<file path="config.mk">
export PLATFORM = sky130hd
export DESIGN_NAME = pt2_cordic_cell
export DESIGN_NICKNAME = d
export VERILOG_FILES = /design/src/rtl/pt2_pkg.sv /design/src/rtl/pt2_cordic_cell.sv
export SDC_FILE = /design/constraint.sdc
export NUM_CORES = 1
export LEC_CHECK = 0
export BUFFER_PORTS_ARGS = -buffer_cell sky130_fd_sc_hd__buf_2
export CORE_AREA = 2 2 208 210
export DETAILED_ROUTE_END_ITERATION = 10
export DIE_AREA = 0 0 210 212
export PLACE_DENSITY_LB_ADDON = 0.05
export SLEW_MARGIN = 20
export SYNTH_ARGS = -nofsm -noshare
export SYNTH_HDL_FRONTEND = slang
export SYNTH_SLANG_ARGS = --single-unit
</file>
<file path="constraint.sdc">
create_clock -name clock -period 12.4 [get_ports clock]
set_input_delay 1.24 -clock clock [delete_from_list [all_inputs] [get_ports clock]]
set_output_delay 1.24 -clock clock [all_outputs]
set_load 0.05 [all_outputs]
</file>
<file path="src/rtl/pt2_pkg.sv">
package pt2_pkg;

   // field widths
   localparam int OP_W      = 3;
   localparam int COORD_W   = 24;
   localparam int ANGLE_W   = 17;
   localparam int FACTOR_W  = 16;

   // fixed-point setup
   localparam int FRAC_BITS     = 8;
   localparam int CORDIC_STAGES = 16;
   localparam int IDX_W         = $clog2(CORDIC_STAGES);
   localparam int TRIG_FRAC     = 30;
   localparam int ATAN_LEN      = 24;

   // internal widths
   localparam int PRE_W   = COORD_W + 2;
   localparam int DIFF_W  = COORD_W + 1;
   localparam int XY_W    = TRIG_FRAC + 3;
   localparam int Z_W     = 30;
   localparam int ANG_W   = ANGLE_W + 1;
   localparam int PROD_W  = DIFF_W + XY_W;
   localparam int SPROD_W = DIFF_W + FACTOR_W;
   localparam int WIDE_W  = PROD_W + 2;

   // pipeline depth: prep, cordic cells, products, output
   localparam int PIPE_DEPTH = CORDIC_STAGES + 3;
   localparam int CNT_W      = $clog2(PIPE_DEPTH + 1);

   // angle units: 1/128 degree
   localparam logic signed [ANG_W-1:0] TURN         = 18'sd46080;
   localparam logic signed [ANG_W-1:0] HALF_TURN    = 18'sd23040;
   localparam logic signed [ANG_W-1:0] QUARTER_TURN = 18'sd11520;
   localparam logic signed [ANG_W-1:0] NEG_HALF     = -18'sd23040;
   localparam logic signed [ANG_W-1:0] NEG_QUARTER  = -18'sd11520;
   localparam int Z_SHIFT = 13;

   localparam logic signed [XY_W-1:0] CORDIC_GAIN = 33'sd652032874;

   localparam logic signed [WIDE_W-1:0] COORD_MAX = WIDE_W'(64'sd8388607);
   localparam logic signed [WIDE_W-1:0] COORD_MIN = -WIDE_W'(64'sd8388608);

   // operation codes
   localparam logic [OP_W-1:0] OP_TRANSLATE = 3'd0;
   localparam logic [OP_W-1:0] OP_SCALE     = 3'd1;
   localparam logic [OP_W-1:0] OP_ROTATE    = 3'd2;
   localparam logic [OP_W-1:0] OP_MIRROR_X  = 3'd3;
   localparam logic [OP_W-1:0] OP_MIRROR_Y  = 3'd4;

   typedef struct packed {
      logic [OP_W-1:0]                req_type;
      logic signed [COORD_W-1:0]      px;
      logic signed [COORD_W-1:0]      py;
      logic signed [COORD_W-1:0]      cx;
      logic signed [COORD_W-1:0]      cy;
      logic signed [ANGLE_W-1:0]      angle_deg;
      logic signed [FACTOR_W-1:0]     factor;
      logic signed [COORD_W-1:0]      dx;
      logic signed [COORD_W-1:0]      dy;
   } req_item_type;

   typedef struct packed {
      logic [OP_W-1:0]                op;
      logic                           neg;
      logic signed [PRE_W-1:0]        pre_x;
      logic signed [PRE_W-1:0]        pre_y;
      logic signed [COORD_W-1:0]      cx;
      logic signed [COORD_W-1:0]      cy;
      logic signed [DIFF_W-1:0]       u;
      logic signed [DIFF_W-1:0]       v;
      logic signed [FACTOR_W-1:0]     factor;
      logic signed [XY_W-1:0]         x;
      logic signed [XY_W-1:0]         y;
      logic signed [Z_W-1:0]          z;
   } cord_type;

   typedef struct packed {
      logic [OP_W-1:0]                op;
      logic                           neg;
      logic signed [PRE_W-1:0]        pre_x;
      logic signed [PRE_W-1:0]        pre_y;
      logic signed [COORD_W-1:0]      cx;
      logic signed [COORD_W-1:0]      cy;
      logic signed [PROD_W-1:0]       ux;
      logic signed [PROD_W-1:0]       vy;
      logic signed [PROD_W-1:0]       uy;
      logic signed [PROD_W-1:0]       vx;
      logic signed [SPROD_W-1:0]      us;
      logic signed [SPROD_W-1:0]      vs;
   } prod_type;

   typedef struct packed {
      logic signed [COORD_W-1:0]      rx;
      logic signed [COORD_W-1:0]      ry;
      logic                           clipped;
   } res_type;

   // rounded arctangent of 2^-i, 2^20 units per degree
   function automatic logic signed [Z_W-1:0] arctan_of(input logic [IDX_W-1:0] idx);
      logic signed [Z_W-1:0] val;
      case (int'(idx))
         0:       val = 30'sd47185920;
         1:       val = 30'sd27855475;
         2:       val = 30'sd14718068;
         3:       val = 30'sd7471121;
         4:       val = 30'sd3750058;
         5:       val = 30'sd1876857;
         6:       val = 30'sd938658;
         7:       val = 30'sd469357;
         8:       val = 30'sd234682;
         9:       val = 30'sd117342;
         10:      val = 30'sd58671;
         11:      val = 30'sd29335;
         12:      val = 30'sd14668;
         13:      val = 30'sd7334;
         14:      val = 30'sd3667;
         15:      val = 30'sd1833;
         16:      val = 30'sd917;
         17:      val = 30'sd458;
         18:      val = 30'sd229;
         19:      val = 30'sd115;
         20:      val = 30'sd57;
         21:      val = 30'sd29;
         22:      val = 30'sd14;
         23:      val = 30'sd7;
         default: val = '0;
      endcase
      return val;
   endfunction

endpackage

</file>
<file path="src/rtl/pt2_cordic_cell.sv">
module pt2_cordic_cell (
   input  logic                      clock,
   input  logic                      reset,
   input  logic [pt2_pkg::IDX_W-1:0] stage_idx,
   input  logic                      up_valid,
   output logic                      up_ready,
   input  pt2_pkg::cord_type         up_data,
   output logic                      dn_valid,
   input  logic                      dn_ready,
   output pt2_pkg::cord_type         dn_data
);

   logic                              valid_ff;
   pt2_pkg::cord_type                 data_ff;
   pt2_pkg::cord_type                 data_in;
   logic signed [pt2_pkg::XY_W-1:0]   x_sh;
   logic signed [pt2_pkg::XY_W-1:0]   y_sh;
   logic signed [pt2_pkg::Z_W-1:0]    atan;

   assign up_ready = !valid_ff || dn_ready;
   assign dn_valid = valid_ff;
   assign dn_data  = data_ff;

   // one micro-rotation toward zero residual angle
   always_comb begin
      x_sh    = up_data.x >>> stage_idx;
      y_sh    = up_data.y >>> stage_idx;
      atan    = pt2_pkg::arctan_of(stage_idx);
      data_in = up_data;
      if (!up_data.z[pt2_pkg::Z_W-1]) begin
         data_in.x = up_data.x - y_sh;
         data_in.y = up_data.y + x_sh;
         data_in.z = up_data.z - atan;
      end else begin
         data_in.x = up_data.x + y_sh;
         data_in.y = up_data.y - x_sh;
         data_in.z = up_data.z + atan;
      end
   end

   always_ff @(posedge clock) begin
      if (reset) begin
         valid_ff <= 1'b0;
      end else if (up_ready) begin
         valid_ff <= up_valid;
      end
   end

   always_ff @(posedge clock) begin
      if (up_ready && up_valid) begin
         data_ff <= data_in;
      end
   end

endmodule

</file>
==> Word-level counts from Yosys, hierarchy flattened <==
Memories as Yosys holds them, arrays and structs flattened.
Index checks and enable logic that the tools add are counted.
{ "word_totals": {"register_bits": 267, "memories": 1, "out_inout_bits": 268, "in_bits": 274, "word_cells": 26, "mem_bits_ro": 416} }
{ "classes": {"n_shift": 2, "add_sub_neg": 6, "reduce_logical": 3, "mux": 1} }
{ "memory_table": {"columns": ["memory", "words", "word_bits", "rd", "rd_ports_with_merged_regs", "wr", "line", "rtl"], "rows": [
  ["(no name shown)", 16, 26, 1, 0, 0, "pt2_pkg.sv:101", "case (int'(idx))"]
]} }
{ "ops": {"columns": ["cell", "count"], "rows": [
  ["two-way mux 96 bit", 1],
  ["adder 33 bit", 2],
  [">>> shifter 33 x 4 -> 33 bit", 2],
  ["subtractor 33 bit", 2],
  ["adder 30 bit", 1],
  ["subtractor 30 bit", 1],
  ["logical AND 1 bit", 1],
  ["zero test 1 bit", 1],
  ["logical OR 1 bit", 1]
]} }

==> Depth between registers and ports, before layout <==
Gate-level depths: netlist of the first run.
{ "logic_depth": {"depth_word": 3, "mapped_depth": 26, "ltp_nobuf": 22} }

==> Worst setup path before layout of the first run <==
No wires, ideal clock.
{ "synth_path": {"path_type": "input-to-reg", "startpoint": "in dn_ready", "endpoint": "reg data_ff (netlist bit dn_data[0]) (enable)", "stages": 2, "t_required_ps": 11740, "setup_slack_ps": 3940, "setup_time_ps": 660, "path_buffers": 0, "arrival_time_ps": 7800, "path_cell_list": "nand2b_1 and2_1"} }
{ "synth_via": {"elab_chain_len": 2} }
{ "synth_lines": {"columns": ["item", "line", "rtl"], "rows": [
  ["from (decl)", "pt2_cordic_cell.sv:9", "input logic dn_ready,"],
  ["logical OR 1 bit", "pt2_cordic_cell.sv:20", "assign up_ready = !valid_ff || dn_ready;"],
  ["logical AND 1 bit", "pt2_cordic_cell.sv:50", "if (up_ready && up_valid) begin"],
  ["to (signal assigned)", "pt2_cordic_cell.sv:51", "data_ff <= data_in;"],
  ["to (decl)", "pt2_cordic_cell.sv:14", "pt2_pkg::cord_type data_ff;"]
]} }
Every way passes these cells.
A chain may end at the register's enable or synchronous reset.

==> metrics.log, run 1 <==
[metrics] outcome: completed
[metrics] detailed placement HPWL: 42.8 mm
[metrics] Pwr Density: 151 nW/um^2
[metrics] met1 global-route usage: 29.6%
[metrics] via total after detailed routing: 15,800
[metrics] largest net degree at the start of global routing: 83
[metrics] arrival time worst endpoint: 7.84 ns
[metrics] TritonCTS clock tree: built
[metrics] final setup violation count: 0
[metrics] filler-free cell count of the finished design: 2,802
[metrics] Leakage Power: 9.64 nW
[metrics] classification of the worst setup path: in -> reg
[metrics] synth top area cells: edfxtp_1 42%, ha_1 6.9%, mux4_2 6.8%
[metrics] biggest fanout along the worst timing path: 64
[metrics] H-tree depth: 1
[metrics] count of state elements after synthesis: 267
[metrics] buffer type at the clock tree root: clkbuf_16
[metrics] clk_skew: 0.0127 ns
[metrics] insertion delay of the later-clocked pin in the worst-skew pair: 0.57 ns
[metrics] cell accounting for the most synthesized area: edfxtp_1
[metrics] VDD IR max: 0.127 mV
[metrics] die outline area: 44,500 sq um
[metrics] Crit path required time: 12.81 ns
[metrics] via density per instance: 5.64
[metrics] Yosys warning count: 0
[metrics] peak-usage layer in the global routing report: met2
[metrics] Yosys top cell area share: 42.5%
[metrics] DRC violation count after routing: 0
[metrics] Fmax: 135 MHz
[metrics] Async S/R FF share, synth: 0%
[metrics] global-route wire length before repair: 82.8 mm
[metrics] starting density of the core: 44.2%
[metrics] unrepaired setup endpoints after global routing: false
[metrics] growth of design area from synthesis to finish: 21.7%
[metrics] die extent in y: 212 um
[metrics] headroom to the max-slew limit: 29.6%
[metrics] Iter 0 DRT Violations: 1,370
[metrics] all-layer global routing usage: 23.5%
[metrics] portion of the clock cycle consumed by the worst path in the final layout: 59.9%
[metrics] # rows: 76
[metrics] number of nets with antenna violations after detailed routing: 0
[metrics] worst hold-check path type: reg -> reg
[metrics] top cells by count, synth: 266 x edfxtp_1, 154 x a21oi_1, 144 x nand2_1
[metrics] total congestion overflow: 0
[metrics] Mean Syn Cell Area: 10.9 sq um
[metrics] number of buffers created by CTS: 30
[metrics] post-synthesis instance area: 18,800 sq um
[metrics] iteration count of the initial detailed-routing pass: 6
[metrics] max-cap viol count: 0
[metrics] number of buffers inserted to repair setup after CTS: 0
[metrics] hold violation total from the final report: 0
[metrics] library cell with the highest instance count after synthesis: edfxtp_1
[metrics] Final Routed Wirelength: 55.2 mm
[metrics] number of enable flip-flop cells after synthesis: 266
[metrics] Post-Route Utilization: 53.8%
[metrics] die width: 210 um
[metrics] I/O pins: 542
[metrics] hold buffer count at cts: 0
[metrics] Resized cells post-CTS: 0
[metrics] post-synthesis sequential area ratio: 42.6%
[metrics] Syn Nets: 2,099
[metrics] number of port buffers: 541
[metrics] number of distinct library cell variants in the gate-level netlist after synthesis: 93
[metrics] maximum clock insertion buffer count: 3
[metrics] Main synth FF type: edfxtp_1
[metrics] Final Critical Period: 7.43 ns
[metrics] weighted congestion reported at the end of routability-driven placement: 0.929
[metrics] global-route track usage on met3: 3.18%
[metrics] Core Box Area: 42,500 sq um
[metrics] routing usage on met2: 41.6%
[metrics] total clock sinks: 267
[metrics] gate count of the mapped netlist: 1,719
[metrics] number of nets in the final layout: 2,612
[metrics] Tightest Pin Transition: 1.06 ns
[metrics] cell total after placement: 2,746
[metrics] Final Slew Violations: 0
[metrics] clock slew seen by the registers of the worst setup and hold paths: 0.06 ns
[metrics] Worst Setup End Kind: flip-flop
[metrics] via count of the first global-routing pass: 15,100
[metrics] Worst Setup Start Kind: input port
[metrics] number of antenna violations at the first check in global routing: 0
[metrics] accumulated negative setup slack: 0 ns
[metrics] ratio of cells with drive above 1 in the final layout: 31.4%
[metrics] routed length per instance: 19.7 um
==> stage by stage <==
step	hold WS, ns	total power, mW	instance area, sq um	worst slack [ns]
2_1_floorplan	1.11	2.26	18800	3.94
3_3_place_gp	0.504	2.56	21900	4.62
3_5_place_dp	0.528	2.57	21900	4.42
4_1_cts	0.540	3.49	22900	5.00
5_1_grt	0.573	3.63	22900	4.30
6_report	0.539	3.45	22900	4.97
==> path summary, 6_finish.rpt <==
| check | startpoint | end | slack, ns | cells after the start |
|---|---|---|---|---|
| worst max-delay path | stage_idx[0] | dn_data[29] | 4.97 | 24 |
| worst min-delay path | dn_valid | dn_valid | 0.54 | 2 |
| worst max register to register | dn_valid | dn_data[250] | 9.23 | 4 |
| worst min register to register | dn_valid | dn_valid | 0.54 | 2 |
==> power breakdown <==
part / internal, mW / total, mW / switching (mW)
combinational: 0.454 / 1.38 / 0.927
sequential: 1.15 / 1.17 / 0.0231
clock: 0.539 / 0.894 / 0.355
==> area by class of cell <==
cell class / instances / area [sq um]
antenna: 1 / 2.50
sequential: 267 / 8010
clock buffer: 38 / 802
tap: 546 / 683
fill: 3880 / 19600
timing repair buffer: 556 / 2830
clock inverter: 17 / 194
inverter: 51 / 191
multi-input combinational: 1326 / 10200
==> critical path, cell delays in order <==
cell and delay [ns]:
buf_4 0.35, buf_4 0.75, inv_2 0.54, ha_1 0.54
nand2b_1 0.21, o21ai_0 0.10, nand2_1 0.09, o21ai_0 0.19
ha_1 0.24, and3_1 0.22, nand2_1 0.07, nor3_1 0.33
a21oi_1 0.13, xor2_1 0.16, ha_1 0.34, and3_1 0.20
a221o_1 0.37, a21o_1 0.20, a31oi_1 0.30, nor3_1 0.12
o21bai_1 0.35, o21ai_0 0.19, a2111o_1 0.43, o21ai_0 0.07
==> state kept, by name (all words and copies together), names as in the netlist <==
signal / cells
dn_valid: 1
dn_data: 266
==> cell families after synthesis <==
family	Yosys count	share of synthesized area (%)
adders and majority gates	106	7.18
DFF	267	42.6
muxes	137	11.7
and+or+nand+nor	466	12.1
xor gates and xnor gates	165	7.76
buffers and inverters	126	3.31
AOI/OAI and AO/OA	452	15.4
==> per-layer routing <==
layer / wire length, um / vias to the layer above
li1: - / 7557
met1: 22500 / 7538
met2: 27500 / 599
met3: 3410 / 111
met4: 1790 / 0
met5: 0 / -
==> layout by cell type, fill, tap and decap left out, drive strengths merged, types with 25 or more instances in the layout <==
cell / netlist / routed
nand2: 144 / 144
ha: 103 / 103
clkbuf: 18 / 38
a21o: 40 / 40
edfxtp: 266 / 266
mux4: 61 / 61
nor2: 127 / 127
xor2: 55 / 55
mux2i: 51 / 51
a31oi: 27 / 27
inv: 50 / 52
mux2: 25 / 25
o21ai: 76 / 76
nand3: 30 / 30
nand2b: 28 / 28
buf: 57 / 556
a21oi: 154 / 154
xnor2: 109 / 109
nor3: 31 / 31
Power figures use the tool's default switching activity.
==> run 2: changes to the inputs <==
- CORE_AREA: 2 2 208 210 -> 2 2 213 215
- DIE_AREA: 0 0 210 212 -> 0 0 215 217
- clock period: 12.4 -> 7.1 ns (I/O delays scaled with it)
==> metrics.log, run 2 (synthesis results as in run 1) <==
[metrics] outcome: completed
[metrics] routed length per instance: 20.0 um
[metrics] DRC violation count after routing: 0
[metrics] die outline area: 46,700 sq um
[metrics] H-tree depth: 1
[metrics] biggest cell delay along the critical path: 0.60 ns
[metrics] # rows: 78
[metrics] number of port buffers: 541
[metrics] Iter 0 DRT Violations: 1,258
[metrics] most common cell after layout, fill and taps aside: buf_2
[metrics] Core Box Area: 44,700 sq um
[metrics] Hold Crit Start: reset
[metrics] unrepaired setup endpoints after global routing: false
[metrics] classification of the worst setup path: in -> reg
[metrics] headroom to the max-slew limit: 31.9%
[metrics] clk_skew: 0.00804 ns
[metrics] arrival time worst endpoint: 6.43 ns
[metrics] die width: 215 um
[metrics] maximum clock insertion buffer count: 3
[metrics] crit path max-delay cell type: buf_4
[metrics] accumulated negative setup slack: 0 ns
[metrics] biggest fanout along the worst timing path: 65
[metrics] Leakage Power: 9.73 nW
[metrics] Resized cells post-CTS: 0
[metrics] Worst Setup Start Kind: input port
[metrics] via count of the first global-routing pass: 15,200
[metrics] launch instance of the worst register-to-register path: dn_valid
[metrics] hold violation total from the final report: 0
[metrics] growth of design area from synthesis to finish: 22.7%
[metrics] Crit path required time: 7.38 ns
[metrics] commonest non-fill, non-tap cells in the layout: 539 x buf_2, 266 x edfxtp_1, 154 x a21oi_1, 144 x nand2_1, 126 x nor2_1
[metrics] TritonCTS clock tree: built
[metrics] total congestion overflow: 0
[metrics] ratio of cells with drive above 1 in the final layout: 31.9%
[metrics] VDD IR max: 0.179 mV
[metrics] clock slew seen by the registers of the worst setup and hold paths: 0.06 ns
[metrics] buffers and inverters on the worst path: 2
[metrics] via density per instance: 5.54
[metrics] Tightest Pin Transition: 1.02 ns
[metrics] via total after detailed routing: 15,900
[metrics] Worst Hold Path Cells: 2
[metrics] die extent in y: 217 um
[metrics] max-cap viol count: 0
[metrics] Worst Setup End Kind: flip-flop
[metrics] insertion delay of the later-clocked pin in the worst-skew pair: 0.56 ns
[metrics] portion of the clock cycle consumed by the worst path in the final layout: 86.6%
[metrics] Fmax: 163 MHz
[metrics] number of buffers inserted to repair setup after CTS: 0
[metrics] global-route wire length before repair: 87.0 mm
[metrics] flip-flop count of the largest register, all copies and words added: 266
[metrics] Pwr Density: 261 nW/um^2
[metrics] Final Critical Period: 6.15 ns
[metrics] starting density of the core: 42.1%
[metrics] overall power consumption: 6.01 mW
[metrics] total clock sinks: 267
[metrics] I/O pins: 542
[metrics] top cell family by delay on the critical path: compound AO/OA/AOI/OAI gates
[metrics] iteration count of the initial detailed-routing pass: 5
[metrics] cells traversed along the worst timing path: buf_4 -> buf_4 -> mux2i_1 -> mux2i_1 -> mux4_2 -> nor3b_2 -> and3_1 -> nor2_1 -> xnor2_1 -> ha_1 -> a21o_1 -> a21oi_1 -> o211ai_1 -> a211oi_1 -> o211ai_1 -> a31oi_1 -> nor2_1 -> o21ai_0 -> o311ai_0
[metrics] number of nets with antenna violations after detailed routing: 0
[metrics] largest net degree at the start of global routing: 168
[metrics] detailed placement HPWL: 44.6 mm
[metrics] reg-to-reg slack, setup: 4.86 ns
[metrics] Final Slew Violations: 0
[metrics] buffer type at the clock tree root: clkbuf_16
[metrics] final setup violation count: 0
[metrics] hold buffer count at cts: 0
[metrics] terminus of the critical flop-to-flop path: dn_data[176]
[metrics] worst hold-check path type: in -> reg
[metrics] endpoint with the worst hold slack: dn_valid
[metrics] number of antenna violations at the first check in global routing: 2
[metrics] number of buffers created by CTS: 30
[metrics] all-layer global routing usage: 23.6%
[metrics] weighted congestion reported at the end of routability-driven placement: 0.899
[metrics] Final Routed Wirelength: 57.3 mm
[metrics] R2R cell count: 3
[metrics] Post-Route Utilization: 51.6%
[metrics] number of nets in the final layout: 2,627
-- run 2: cell types whose count changed in the layout (fill, tap and decap cells not counted), sizes merged --
cell / before / now
clkinvlp: 3 / 0
clkbuf: 38 / 33
inv: 52 / 55
clkinv: 9 / 14
buf: 556 / 571
bufinv: 4 / 3
-- run 2: worst register-to-register path: cells and delay by family (launching register included) --
kind / cells / cell delay, ns
simple gates: 2 / 0.65
buf+inv: 1 / 0.60
flops: 1 / 0.31
-- run 2: worst max-delay path by stage --
stage | startpoint | cells past startpoint | slack, ns | endpoint
after floorplan | stage_idx[1] | 25 | 1.09 | dn_data[29]
after global routing | stage_idx[3] | 18 | 0.54 | dn_data[94]
final | stage_idx[3] | 19 | 0.95 | dn_data[94]
after CTS | stage_idx[0] | 18 | 1.04 | dn_data[57]
after detailed placement | stage_idx[0] | 18 | 0.43 | dn_data[57]
after global placement | stage_idx[0] | 18 | 0.58 | dn_data[57]
-- run 2: final cells by class --
cell class | count | area, sq um
fill | 4114 | 21600
multi-input combinational | 1326 | 10200
sequential | 267 | 8010
timing repair buffer | 571 | 2960
clock buffer | 33 | 783
tap | 600 | 751
clock inverter | 21 | 191
inverter | 51 | 191
antenna | 1 | 2.50
-- run 2: power by group --
| group | internal [mW] | switching, mW |
|---|---|---|
| combinational | 0.802 | 1.63 |
| clock | 0.903 | 0.623 |
| sequential | 2.01 | 0.0415 |
-- run 2: stage by stage --
step                      instances  worst slack [ns]  cell area [sq um]  hold WS, ns
after floorplan                1719              1.09              18800        0.779
after global placement         2815             0.584              22100        0.505
after detailed placement       2815             0.433              22100        0.522
after CTS                      2869              1.04              23100        0.269
after global routing           2870             0.536              23100        0.280
final                          2870             0.952              23100        0.294
-- run 2: layer usage --
metal / track usage, % / vias to the layer above / share of wire (%)
met2: 40.6 / 608 / 49
met4: 8.00 / 2 / 3.0
met3: 3.30 / 106 / 6.0
met1: 30.6 / 7604 / 42
met5: 0 / - / 0.030
li1: - / 7578 / -
