===== config.mk =====
export PLATFORM = sky130hd
export DESIGN_NAME = pt2_finish
export DESIGN_NICKNAME = d
export VERILOG_FILES = /design/src/rtl/pt2_pkg.sv /design/src/rtl/pt2_finish.sv
export SDC_FILE = /design/constraint.sdc
export NUM_CORES = 1
export LEC_CHECK = 0
export ABC_AREA = 1
export BUFFER_PORTS_ARGS = -buffer_cell sky130_fd_sc_hd__buf_2
export CAP_MARGIN = 20
export CORE_UTILIZATION = 45
export CTS_CLUSTER_DIAMETER = 200
export CTS_CLUSTER_SIZE = 8
export DETAILED_ROUTE_END_ITERATION = 6
export PLACE_DENSITY = 0.74
export SKIP_LAST_GASP = 1
export SLEW_MARGIN = 30
export SYNTH_ARGS = -nofsm -noshare
export SYNTH_HDL_FRONTEND = slang
export SYNTH_SLANG_ARGS = --single-unit

===== constraint.sdc =====
create_clock -name clock -period 24 [get_ports clock]
set_clock_uncertainty 0.2 [all_clocks]
set_input_delay 6 -clock clock [delete_from_list [all_inputs] [get_ports clock]]
set_output_delay 6 -clock clock [all_outputs]
set_load 0.005 [all_outputs]

===== src/rtl/pt2_pkg.sv =====
package pt2_pkg;

   // field widths
   localparam int OP_W      = 3;
   localparam int COORD_W   = 24;
   localparam int ANGLE_W   = 17;
   localparam int FACTOR_W  = 16;

   // fixed-point setup
   localparam int FRAC_BITS     = 8;
   localparam int CORDIC_STAGES = 16;
   localparam int IDX_W         = $clog2(CORDIC_STAGES);
   localparam int TRIG_FRAC     = 30;
   localparam int ATAN_LEN      = 24;

   // internal widths
   localparam int PRE_W   = COORD_W + 2;
   localparam int DIFF_W  = COORD_W + 1;
   localparam int XY_W    = TRIG_FRAC + 3;
   localparam int Z_W     = 30;
   localparam int ANG_W   = ANGLE_W + 1;
   localparam int PROD_W  = DIFF_W + XY_W;
   localparam int SPROD_W = DIFF_W + FACTOR_W;
   localparam int WIDE_W  = PROD_W + 2;

   // pipeline depth: prep, cordic cells, products, output
   localparam int PIPE_DEPTH = CORDIC_STAGES + 3;
   localparam int CNT_W      = $clog2(PIPE_DEPTH + 1);

   // angle units: 1/128 degree
   localparam logic signed [ANG_W-1:0] TURN         = 18'sd46080;
   localparam logic signed [ANG_W-1:0] HALF_TURN    = 18'sd23040;
   localparam logic signed [ANG_W-1:0] QUARTER_TURN = 18'sd11520;
   localparam logic signed [ANG_W-1:0] NEG_HALF     = -18'sd23040;
   localparam logic signed [ANG_W-1:0] NEG_QUARTER  = -18'sd11520;
   localparam int Z_SHIFT = 13;

   localparam logic signed [XY_W-1:0] CORDIC_GAIN = 33'sd652032874;

   localparam logic signed [WIDE_W-1:0] COORD_MAX = WIDE_W'(64'sd8388607);
   localparam logic signed [WIDE_W-1:0] COORD_MIN = -WIDE_W'(64'sd8388608);

   // operation codes
   localparam logic [OP_W-1:0] OP_TRANSLATE = 3'd0;
   localparam logic [OP_W-1:0] OP_SCALE     = 3'd1;
   localparam logic [OP_W-1:0] OP_ROTATE    = 3'd2;
   localparam logic [OP_W-1:0] OP_MIRROR_X  = 3'd3;
   localparam logic [OP_W-1:0] OP_MIRROR_Y  = 3'd4;

   typedef struct packed {
      logic [OP_W-1:0]                req_type;
      logic signed [COORD_W-1:0]      px;
      logic signed [COORD_W-1:0]      py;
      logic signed [COORD_W-1:0]      cx;
      logic signed [COORD_W-1:0]      cy;
      logic signed [ANGLE_W-1:0]      angle_deg;
      logic signed [FACTOR_W-1:0]     factor;
      logic signed [COORD_W-1:0]      dx;
      logic signed [COORD_W-1:0]      dy;
   } req_item_type;

   typedef struct packed {
      logic [OP_W-1:0]                op;
      logic                           neg;
      logic signed [PRE_W-1:0]        pre_x;
      logic signed [PRE_W-1:0]        pre_y;
      logic signed [COORD_W-1:0]      cx;
      logic signed [COORD_W-1:0]      cy;
      logic signed [DIFF_W-1:0]       u;
      logic signed [DIFF_W-1:0]       v;
      logic signed [FACTOR_W-1:0]     factor;
      logic signed [XY_W-1:0]         x;
      logic signed [XY_W-1:0]         y;
      logic signed [Z_W-1:0]          z;
   } cord_type;

   typedef struct packed {
      logic [OP_W-1:0]                op;
      logic                           neg;
      logic signed [PRE_W-1:0]        pre_x;
      logic signed [PRE_W-1:0]        pre_y;
      logic signed [COORD_W-1:0]      cx;
      logic signed [COORD_W-1:0]      cy;
      logic signed [PROD_W-1:0]       ux;
      logic signed [PROD_W-1:0]       vy;
      logic signed [PROD_W-1:0]       uy;
      logic signed [PROD_W-1:0]       vx;
      logic signed [SPROD_W-1:0]      us;
      logic signed [SPROD_W-1:0]      vs;
   } prod_type;

   typedef struct packed {
      logic signed [COORD_W-1:0]      rx;
      logic signed [COORD_W-1:0]      ry;
      logic                           clipped;
   } res_type;

   // rounded arctangent of 2^-i, 2^20 units per degree
   function automatic logic signed [Z_W-1:0] arctan_of(input logic [IDX_W-1:0] idx);
      logic signed [Z_W-1:0] val;
      case (int'(idx))
         0:       val = 30'sd47185920;
         1:       val = 30'sd27855475;
         2:       val = 30'sd14718068;
         3:       val = 30'sd7471121;
         4:       val = 30'sd3750058;
         5:       val = 30'sd1876857;
         6:       val = 30'sd938658;
         7:       val = 30'sd469357;
         8:       val = 30'sd234682;
         9:       val = 30'sd117342;
         10:      val = 30'sd58671;
         11:      val = 30'sd29335;
         12:      val = 30'sd14668;
         13:      val = 30'sd7334;
         14:      val = 30'sd3667;
         15:      val = 30'sd1833;
         16:      val = 30'sd917;
         17:      val = 30'sd458;
         18:      val = 30'sd229;
         19:      val = 30'sd115;
         20:      val = 30'sd57;
         21:      val = 30'sd29;
         22:      val = 30'sd14;
         23:      val = 30'sd7;
         default: val = '0;
      endcase
      return val;
   endfunction

endpackage


===== src/rtl/pt2_finish.sv =====
module pt2_finish (
   input  logic              clock,
   input  logic              reset,
   input  logic              up_valid,
   output logic              up_ready,
   input  pt2_pkg::prod_type up_data,
   output logic              dn_valid,
   input  logic              dn_ready,
   output pt2_pkg::res_type  dn_data
);

   localparam logic signed [pt2_pkg::WIDE_W-1:0] ROUND_T =
      pt2_pkg::WIDE_W'(1) <<< (pt2_pkg::TRIG_FRAC - 1);
   localparam logic signed [pt2_pkg::WIDE_W-1:0] ROUND_F =
      (pt2_pkg::WIDE_W'(1) <<< pt2_pkg::FRAC_BITS) >>> 1;

   logic                                 valid_ff;
   pt2_pkg::res_type                     res_ff;
   pt2_pkg::res_type                     res_in;
   logic signed [pt2_pkg::WIDE_W-1:0]    sum_x;
   logic signed [pt2_pkg::WIDE_W-1:0]    sum_y;
   logic signed [pt2_pkg::WIDE_W-1:0]    rot_x;
   logic signed [pt2_pkg::WIDE_W-1:0]    rot_y;
   logic signed [pt2_pkg::WIDE_W-1:0]    scl_x;
   logic signed [pt2_pkg::WIDE_W-1:0]    scl_y;
   logic signed [pt2_pkg::WIDE_W-1:0]    wide_x;
   logic signed [pt2_pkg::WIDE_W-1:0]    wide_y;
   logic                                 clip_x;
   logic                                 clip_y;

   assign up_ready = !valid_ff || dn_ready;
   assign dn_valid = valid_ff;
   assign dn_data  = res_ff;

   // round the rotated and scaled offsets and add the center back
   always_comb begin
      sum_x = pt2_pkg::WIDE_W'(up_data.ux) - pt2_pkg::WIDE_W'(up_data.vy);
      sum_y = pt2_pkg::WIDE_W'(up_data.uy) + pt2_pkg::WIDE_W'(up_data.vx);
      if (up_data.neg) begin
         sum_x = -sum_x;
         sum_y = -sum_y;
      end
      rot_x = ((sum_x + ROUND_T) >>> pt2_pkg::TRIG_FRAC) + pt2_pkg::WIDE_W'(up_data.cx);
      rot_y = ((sum_y + ROUND_T) >>> pt2_pkg::TRIG_FRAC) + pt2_pkg::WIDE_W'(up_data.cy);
      scl_x = ((pt2_pkg::WIDE_W'(up_data.us) + ROUND_F) >>> pt2_pkg::FRAC_BITS)
              + pt2_pkg::WIDE_W'(up_data.cx);
      scl_y = ((pt2_pkg::WIDE_W'(up_data.vs) + ROUND_F) >>> pt2_pkg::FRAC_BITS)
              + pt2_pkg::WIDE_W'(up_data.cy);
   end

   // pick the result for the operation and saturate it
   always_comb begin
      case (up_data.op)
         pt2_pkg::OP_SCALE: begin
            wide_x = scl_x;
            wide_y = scl_y;
         end
         pt2_pkg::OP_ROTATE: begin
            wide_x = rot_x;
            wide_y = rot_y;
         end
         default: begin
            wide_x = pt2_pkg::WIDE_W'(up_data.pre_x);
            wide_y = pt2_pkg::WIDE_W'(up_data.pre_y);
         end
      endcase
      clip_x = 1'b1;
      clip_y = 1'b1;
      if (wide_x > pt2_pkg::COORD_MAX) begin
         res_in.rx = pt2_pkg::COORD_W'(pt2_pkg::COORD_MAX);
      end else if (wide_x < pt2_pkg::COORD_MIN) begin
         res_in.rx = pt2_pkg::COORD_W'(pt2_pkg::COORD_MIN);
      end else begin
         res_in.rx = pt2_pkg::COORD_W'(wide_x);
         clip_x    = 1'b0;
      end
      if (wide_y > pt2_pkg::COORD_MAX) begin
         res_in.ry = pt2_pkg::COORD_W'(pt2_pkg::COORD_MAX);
      end else if (wide_y < pt2_pkg::COORD_MIN) begin
         res_in.ry = pt2_pkg::COORD_W'(pt2_pkg::COORD_MIN);
      end else begin
         res_in.ry = pt2_pkg::COORD_W'(wide_y);
         clip_y    = 1'b0;
      end
      res_in.clipped = clip_x || clip_y;
   end

   // hold the result until the receiver takes it
   always_ff @(posedge clock) begin
      if (reset) begin
         valid_ff <= 1'b0;
      end else if (up_ready) begin
         valid_ff <= up_valid;
      end
   end

   always_ff @(posedge clock) begin
      if (up_ready && up_valid) begin
         res_ff <= res_in;
      end
   end

endmodule


== Word-level counts from Yosys, hierarchy flattened ==
Cells that the tools add are included.

* Flip-flop bits (word level): 50
* Input port bits: 422
* Output and inout port bits: 51
* Logic and storage cells: 36

* Add/subtract/negate cells: 12
* Order comparisons: 4
* Equal/unequal tests: 2
* Mux-type cells: 10
* Reduce and logical (&&, ||, !) cells: 4

{| class="wikitable"
|+ Operators by type and width
! operator !! number
|-
| $pmux 60 s2 || 2
|-
| $add 60x31->60 const B || 2
|-
| $gt 60x24->1 const B || 2
|-
| $lt 60x24->1 const B || 2
|-
| $mux 60 || 2
|-
| $neg 59->60 || 2
|-
| $add 41x9->42 const B || 2
|-
| $add 34x24->35 || 2
|-
| $add 30x24->31 || 2
|-
| $add 58x58->59 || 1
|-
| $sub 58x58->59 || 1
|-
| $mux 24 || 2
|-
| $mux 1 || 4
|-
| $eq 3x1->1 const B || 1
|-
| $eq 3x2->1 const B || 1
|-
| $logic_or 1x1->1 || 2
|-
| $logic_and 1x1->1 || 1
|-
| $logic_not 1->1 || 1
|}

== Logic depth before layout (Yosys ltp) ==
Gate-level depths: netlist (run 1).

* Word-level depth: 10
* Mapped depth: 52
* Gate-level depth less buffers: 51

== Least setup slack after synthesis (run 1) ==
OpenSTA, ideal clock, no wires.

* Kind: input to output
* Start: in dn_ready
* End: out up_ready
* Data arrival time: 6,111 ps
* Data required time: 17,800 ps
* Slack: 11,689 ps
* Cell stages on the path: 2
* Buffers on the path: 0
* Path through: inv_1 -> nand2_1

* Cells in the longest elaborated chain, start to end: 1

{| class="wikitable"
|+ Ends and longest elaborated chain
! what !! line !! source
|-
| start, declared || pt2_finish.sv:8 || <nowiki>input logic dn_ready,</nowiki>
|-
| $logic_or 1x1->1 || pt2_finish.sv:31 || <nowiki>assign up_ready = !valid_ff || dn_ready;</nowiki>
|-
| end, declared || pt2_finish.sv:5 || <nowiki>output logic up_ready,</nowiki>
|}

No other way between the ends.

==> results of run 1 <==
==> registers in the layout (all words and copies together) (netlist names) <==
register  count
dn_data      49
dn_valid      1
==> metal layers <==
| metal | vias to the layer above | track usage | routed length [µm] |
|---|---|---|---|
| li1 | 18100 | - | - |
| met4 | 12 | 0.115 | 4060 |
| met2 | 1493 | 0.550 | 46500 |
| met3 | 237 | 0.0443 | 9680 |
| met1 | 15600 | 0.439 | 45900 |
| met5 | - | 0 | 69 |
==> Yosys cell counts (6+ instances only) <==
cell type | n | area share
a21o_1 | 14 | 0.0039
nand4_1 | 99 | 0.023
or2_2 | 46 | 0.011
a31oi_1 | 9 | 0.0021
nand2_1 | 1852 | 0.25
o21ai_0 | 262 | 0.048
buf_1 | 8 | 0.0011
nand3_2 | 13 | 0.0048
nand3_1 | 437 | 0.080
nor2_2 | 33 | 0.0076
inv_1 | 879 | 0.12
fa_1 | 6 | 0.0044
edfxtp_1 | 49 | 0.054
xnor2_1 | 33 | 0.011
o21bai_1 | 10 | 0.0027
nor2_4 | 14 | 0.0058
nand3b_1 | 33 | 0.0091
nor4_1 | 13 | 0.0030
nand2_2 | 46 | 0.011
nor2_1 | 586 | 0.081
o211ai_1 | 15 | 0.0041
o21a_1 | 11 | 0.0030
xor2_1 | 83 | 0.027
o31ai_1 | 6 | 0.0016
inv_2 | 21 | 0.0029
ha_1 | 256 | 0.12
o221ai_1 | 6 | 0.0019
a21oi_1 | 379 | 0.069
nor3_1 | 62 | 0.011
clkbuf_1 | 28 | 0.0039
==> power by group through the flow <==
stage	registers [W]	logic [W]	clock network (W)
global route	0.000110	0.000981	0.0000828
floorplan	0.000112	0.000604	0
global placement	0.000111	0.000846	0
detailed placement	0.000112	0.000854	0
finish	0.000110	0.000878	0.0000786
CTS	0.000110	0.000859	0.0000794
==> worst paths after layout <==
check	from	end	cells after the start
max	up_data[82]	dn_data[0]$_DFFE_PP_	46
min reg2reg	dn_valid$_SDFFE_PP0N_	dn_valid$_SDFFE_PP0N_	2
min	dn_valid$_SDFFE_PP0N_	dn_valid$_SDFFE_PP0N_	2
max reg2reg	dn_valid$_SDFFE_PP0N_	dn_data[22]$_SDFFCE_PN1P_	2
==> area by class of cell <==
class / instances / area share
Multi-Input combinational cell: 4380 / 0.727
Inverter: 903 / 0.111
Timing Repair Buffer: 464 / 0.0763
Sequential cell: 50 / 0.0487
Tap cell: 773 / 0.0316
Clock buffer: 6 / 0.00421
Clock inverter: 2 / 0.00127
Antenna cell: 3 / 0.000245
==> per-stage QoR <==
step | worst slack, ns | cells
detailed placement | 10.30 | 6570
global route | 9.64 | 6579
finish | 10.43 | 6581
CTS | 10.57 | 6578
floorplan | 11.69 | 5374
global placement | 10.37 | 6570
==> logic make-up after synthesis <==
family,after synthesis,share of synthesized area
simple gates,3258,0.509
fa+ha+maj,262,0.122
buf+inv,944,0.130
compound gates,742,0.145
xor+xnor,118,0.0392
flops,50,0.0546
==> worst max-delay path: cells and delay by family <==
| family | cells | cell delay, ns |
|---|---|---|
| AOI/OAI and AO/OA | 5 | 1.31 |
| xor gates and xnor gates | 1 | 0.23 |
| adders and majority gates | 3 | 0.94 |
| buffers and inverters | 3 | 0.27 |
| and+or+nand+nor | 34 | 4.56 |
==> impl_results.md, run 1 <==
* R2r setup slk at 22.44 ns
* Sequential power share at 0.103
* Pwr per Cell Area at 34.8 mW/mm²
* Avg Inst Size Synth at 5.08 µm²
* Via density at 5.38
* Hold Vio Cnt, Final at 0
* Max incr delay on CP at 0.64 ns
* Final Setup Violations at 0
* First drt pass iteration count at 7
* Layout cells sized above 1 at 0.115
* Yosys cell types at 58
* Vias in the first global route at 31900
* Overall routing resource usage at 0.332
* Main flop type after synthesis: edfxtp_1
* Internal Power at 0.000441 W
* Post-Syn Area at 0.0273 mm²
* Comb pwr share at 0.823
* Commonest non-fill, non-tap cell in the layout: nand2_1
* Initial antenna violation count at 9
* DIE AREA at 0.0617 mm²
* Port bufs at 458
* Post-CTS Setup Repair Bufs at 0
* CTS resizes at 0
* Sequential cell area at 0.00149 mm²
* Switching Share at 0.586
* Layout area overhead at 12.2%
* Leak pwr at 17.2 nW
* CTS tree: yes
* Root Buffer: clkbuf_16
* Fmax at 73.7 MHz
* Final min period at 13.57 ns
* Setup CP Type: in2reg
* Placed inst area at 0.0305 mm²
* Die X at 248 µm
* Fin nets at 6488
* Worst vdd ir at 0.0279 mV
* Syn. warnings at 0
* Gr ovfl total at 0
* Post-route setup TNS at 0 ns
* Worst slew margin at 0.381
* Post-synthesis register bit count at 50
* Clock Latency Late Sink at 0.28 ns
* Multi-input combinational cell area at 0.0223 mm²
* Hold_ws at 0.337 ns
* Post-Route Utilization at 0.515
* Row Count at 89
* Least-Margin Pin Slew at 0.929 ns
* Final Power at 0.00107 W
* Cts hold-fix bufs at 0
* CP max stage cell: nand3_1
* Vias at 35400
* EDFF count, synth at 49
* Gate Count Post-Synth at 5374
* Register area share after synthesis at 0.0546
* Final instance area at 0.0306 mm²
* Routability Congestion at 1.10
* Syn Nets at 6058
* CTS Buf Count at 5
* First-pass GRT wire length at 163 mm
* CTS H-tree depth at 2
* Max cap viols at 0
* Most used cell, CP: nand2_1
* Startpoint Class: primary input
* DP HPWL at 93.6 mm
* First DRT Iteration DRCs at 3151
* Most frequent cells in the layout: 1851 x nand2_1, 878 x inv_1, 586 x nor2_1
* Largest net degree at the start of global routing at 94
* Worst EP required at 23.79 ns
* Clock Path Buffers at 2
* Slew Viols, Final at 0
* CP max FO at 24
* Status: complete, no violations
* Psw at 0.000624 W
* FILL cells at 6631
* Data arrival, critical path at 13.36 ns
* RSZ-0062 raised after global routing: false
* Routed Antenna Nets at 0
* Clk sinks at 50
* Post-synth ARST share at 0
* Top-level port count at 473
* WL final at 106 mm
* Crit share post-route at 0.566
* Core area at 0.0595 mm²
* Hold Crit Class: reg2reg
* Clk slew on worst S/H paths at 0.06 ns
* Die height at 248 µm
* Clock power frac at 0.074
* Initial Util at 0.459
* Drc violations at 0
* Critical path endpoint category: flop
* Per-cell routed wire length at 16.1 µm
Note: power is estimated with default switching activity, not from simulation.
==> inputs of run 2 (changes only) <==
Clock period 24 ns to 13.3 ns, I/O delays scaled along.
==> impl_results.md, run 2 (synthesis gave the netlist of run 1 again) <==
* Status: complete, no violations
* First-pass GRT wire length at 166 mm (+1.4%)
* Via density at 5.42 (+0.72%)
* Sequential power share at 0.102 (about the same)
* First DRT Iteration DRCs at 3213 (+2.0%)
* Worst EP required at 13.10 ns (-10.69 ns)
* Clk slew on worst S/H paths at 0.07 ns (about the same)
* Psw at 0.00114 W (+82%)
* Post-route setup TNS at 0 ns (unchanged)
* Cts hold-fix bufs at 0 (unchanged)
* FILL cells at 6637 (+0.090%)
* Hold Crit Class: reg2reg
* DP HPWL at 94.6 mm (+1.1%)
* Max FFs per register at 49 (unchanged)
* Post-CTS Setup Repair Bufs at 0 (unchanged)
* Die X at 248 µm (unchanged)
* Row Count at 89 (unchanged)
* Overall routing resource usage at 0.338 (+0.00575)
* Slew Viols, Final at 0 (unchanged)
* Top-level port count at 473 (unchanged)
* Setup CP Type: in2reg
* Internal Power at 0.000797 W (+81%)
* Layout area overhead at 12.3% (about the same)
* First drt pass iteration count at 7 (unchanged)
* Hold Vio Cnt, Final at 0 (unchanged)
* Pwr per Cell Area at 63.1 mW/mm² (+81%)
* Per-cell routed wire length at 16.3 µm (+1.2%)
* WL final at 108 mm (+1.3%)
* CTS H-tree depth at 2 (unchanged)
* Gr ovfl total at 0 (unchanged)
* Clk sinks at 50 (unchanged)
* Post-Route Utilization at 0.516 (about the same)
* DIE AREA at 0.0617 mm² (unchanged)
* Die height at 248 µm (unchanged)
* Worst slew margin at 0.358 (-0.0232)
* Clock power frac at 0.075 (about the same)
* Max incr delay on CP at 0.66 ns (+0.02 ns)
* CP max FO at 24 (unchanged)
* Vias in the first global route at 32200 (+0.86%)
* Final Setup Violations at 0 (unchanged)
* Most frequent cells in the layout: 1851 x nand2_1, 878 x inv_1, 586 x nor2_1
* CP max stage cell: nand3_1
* Root Buffer: clkbuf_16
* Fmax at 91.1 MHz
* Initial antenna violation count at 10 (+1)
* CTS Buf Count at 5 (unchanged)
* Final min period at 10.97 ns
* Crit share post-route at 0.825
* Startpoint Class: primary input
* Initial Util at 0.459 (unchanged)
* Placed cells at 6571 (+0.015%)
* Data arrival, critical path at 10.77 ns (-2.59 ns)
* Least-Margin Pin Slew at 0.964 ns (+0.0349 ns)
* Pre-CTS WS at 2.19 ns (-8.11 ns)
* Worst vdd ir at 0.0543 mV (+94%)
* Comb pwr share at 0.822 (about the same)
* Routability Congestion at 1.04 (-4.9%)
* Leak pwr at 17.2 nW (about the same)
* Vias at 35700 (+0.81%)
* Core area at 0.0595 mm² (unchanged)
* Placed inst area at 0.0305 mm² (about the same)
* Largest net degree at the start of global routing at 90 (-4.3%)
* RSZ-0062 raised after global routing: false
* Final instance area at 0.0307 mm² (about the same)
* Final WS setup at 2.33 ns (-8.10 ns)
* Critical path endpoint category: flop
* Fin nets at 6489 (+0.015%)
* Clock Latency Late Sink at 0.29 ns (about the same)
* Port bufs at 458 (unchanged)
* Layout cells sized above 1 at 0.115 (+0.000152)
* CTS tree: yes
* Switching Share at 0.588 (+0.00225)
* Commonest non-fill, non-tap cell in the layout: nand2_1
* Routed Antenna Nets at 0 (unchanged)
* Clock Path Buffers at 2 (unchanged)
* Most used cell, CP: nand2_1
* Drc violations at 0 (unchanged)
* Final std cells w/o fill at 6587 (+0.091%)
* CTS resizes at 0 (unchanged)
* Max cap viols at 0 (unchanged)
-- run 2: changes by cell type in the layout (fill, tap and decap cells not counted) --
cell      change
diode_2       +5
buf_4         +1
clkinv_1      +1
clkbuf_1      -1
clkinv_2      +1
inv_2         -1
clkinv_4      -1
inv_6         +1
-- run 2: area by class of cell --
type                    count  area, µm²  share of cell area
well taps                 773        967              0.0315
clock buffers               5        125             0.00408
multi-input cells        4380      22300               0.727
repair buffers            465       2340              0.0765
clock inverters             3       43.8             0.00143
flip-flops and latches     50       1490              0.0486
diodes                      8       20.0            0.000653
inverters                 903       3390               0.111
-- run 2: metrics by stage --
stage	total power [W]	hold WS, ns
4_1_cts	0.00190	0.350
3_5_place_dp	0.00175	0.339
3_3_place_gp	0.00173	0.317
6_report	0.00193	0.341
2_1_floorplan	0.00129	0.307
5_1_grt	0.00213	0.382
-- run 2: worst paths after layout --
check / from / endpoint / slack [ns] / cells after the start
min reg2reg: dn_valid$_SDFFE_PP0N_ / dn_valid$_SDFFE_PP0N_ / 0.34 / 2
min: dn_valid$_SDFFE_PP0N_ / dn_valid$_SDFFE_PP0N_ / 0.34 / 2
max reg2reg: dn_valid$_SDFFE_PP0N_ / dn_data[6]$_SDFFCE_PN1P_ / 11.71 / 2
max: up_data[82] / dn_data[0]$_DFFE_PP_ / 2.33 / 42
-- run 2: power groups by stage --
stage | Combinational [W] | Clock [W] | Sequential (W)
after CTS | 0.00156 | 0.000146 | 0.000198
final | 0.00159 | 0.000146 | 0.000198
after global routing | 0.00178 | 0.000151 | 0.000200
after detailed placement | 0.00155 | 0 | 0.000202
after global placement | 0.00153 | 0 | 0.000201
after floorplan | 0.00109 | 0 | 0.000203
-- run 2: worst max-delay path: cells and delay by family --
kind,cells,cell delay (ns)
adder cells (fa/ha/maj),3,0.95
XOR/XNOR,2,0.40
AND/OR/NAND/NOR,28,4.42
AO/OA/AOI/OAI,5,1.34
buffers and inverters,4,0.33
-- run 2: per-layer routing --
metal	up-vias	routed length (µm)	track usage
met5	-	40	0
met2	1482	48200	0.567
li1	18100	-	-
met4	6	3770	0.111
met3	206	9140	0.0345
met1	15900	46500	0.450
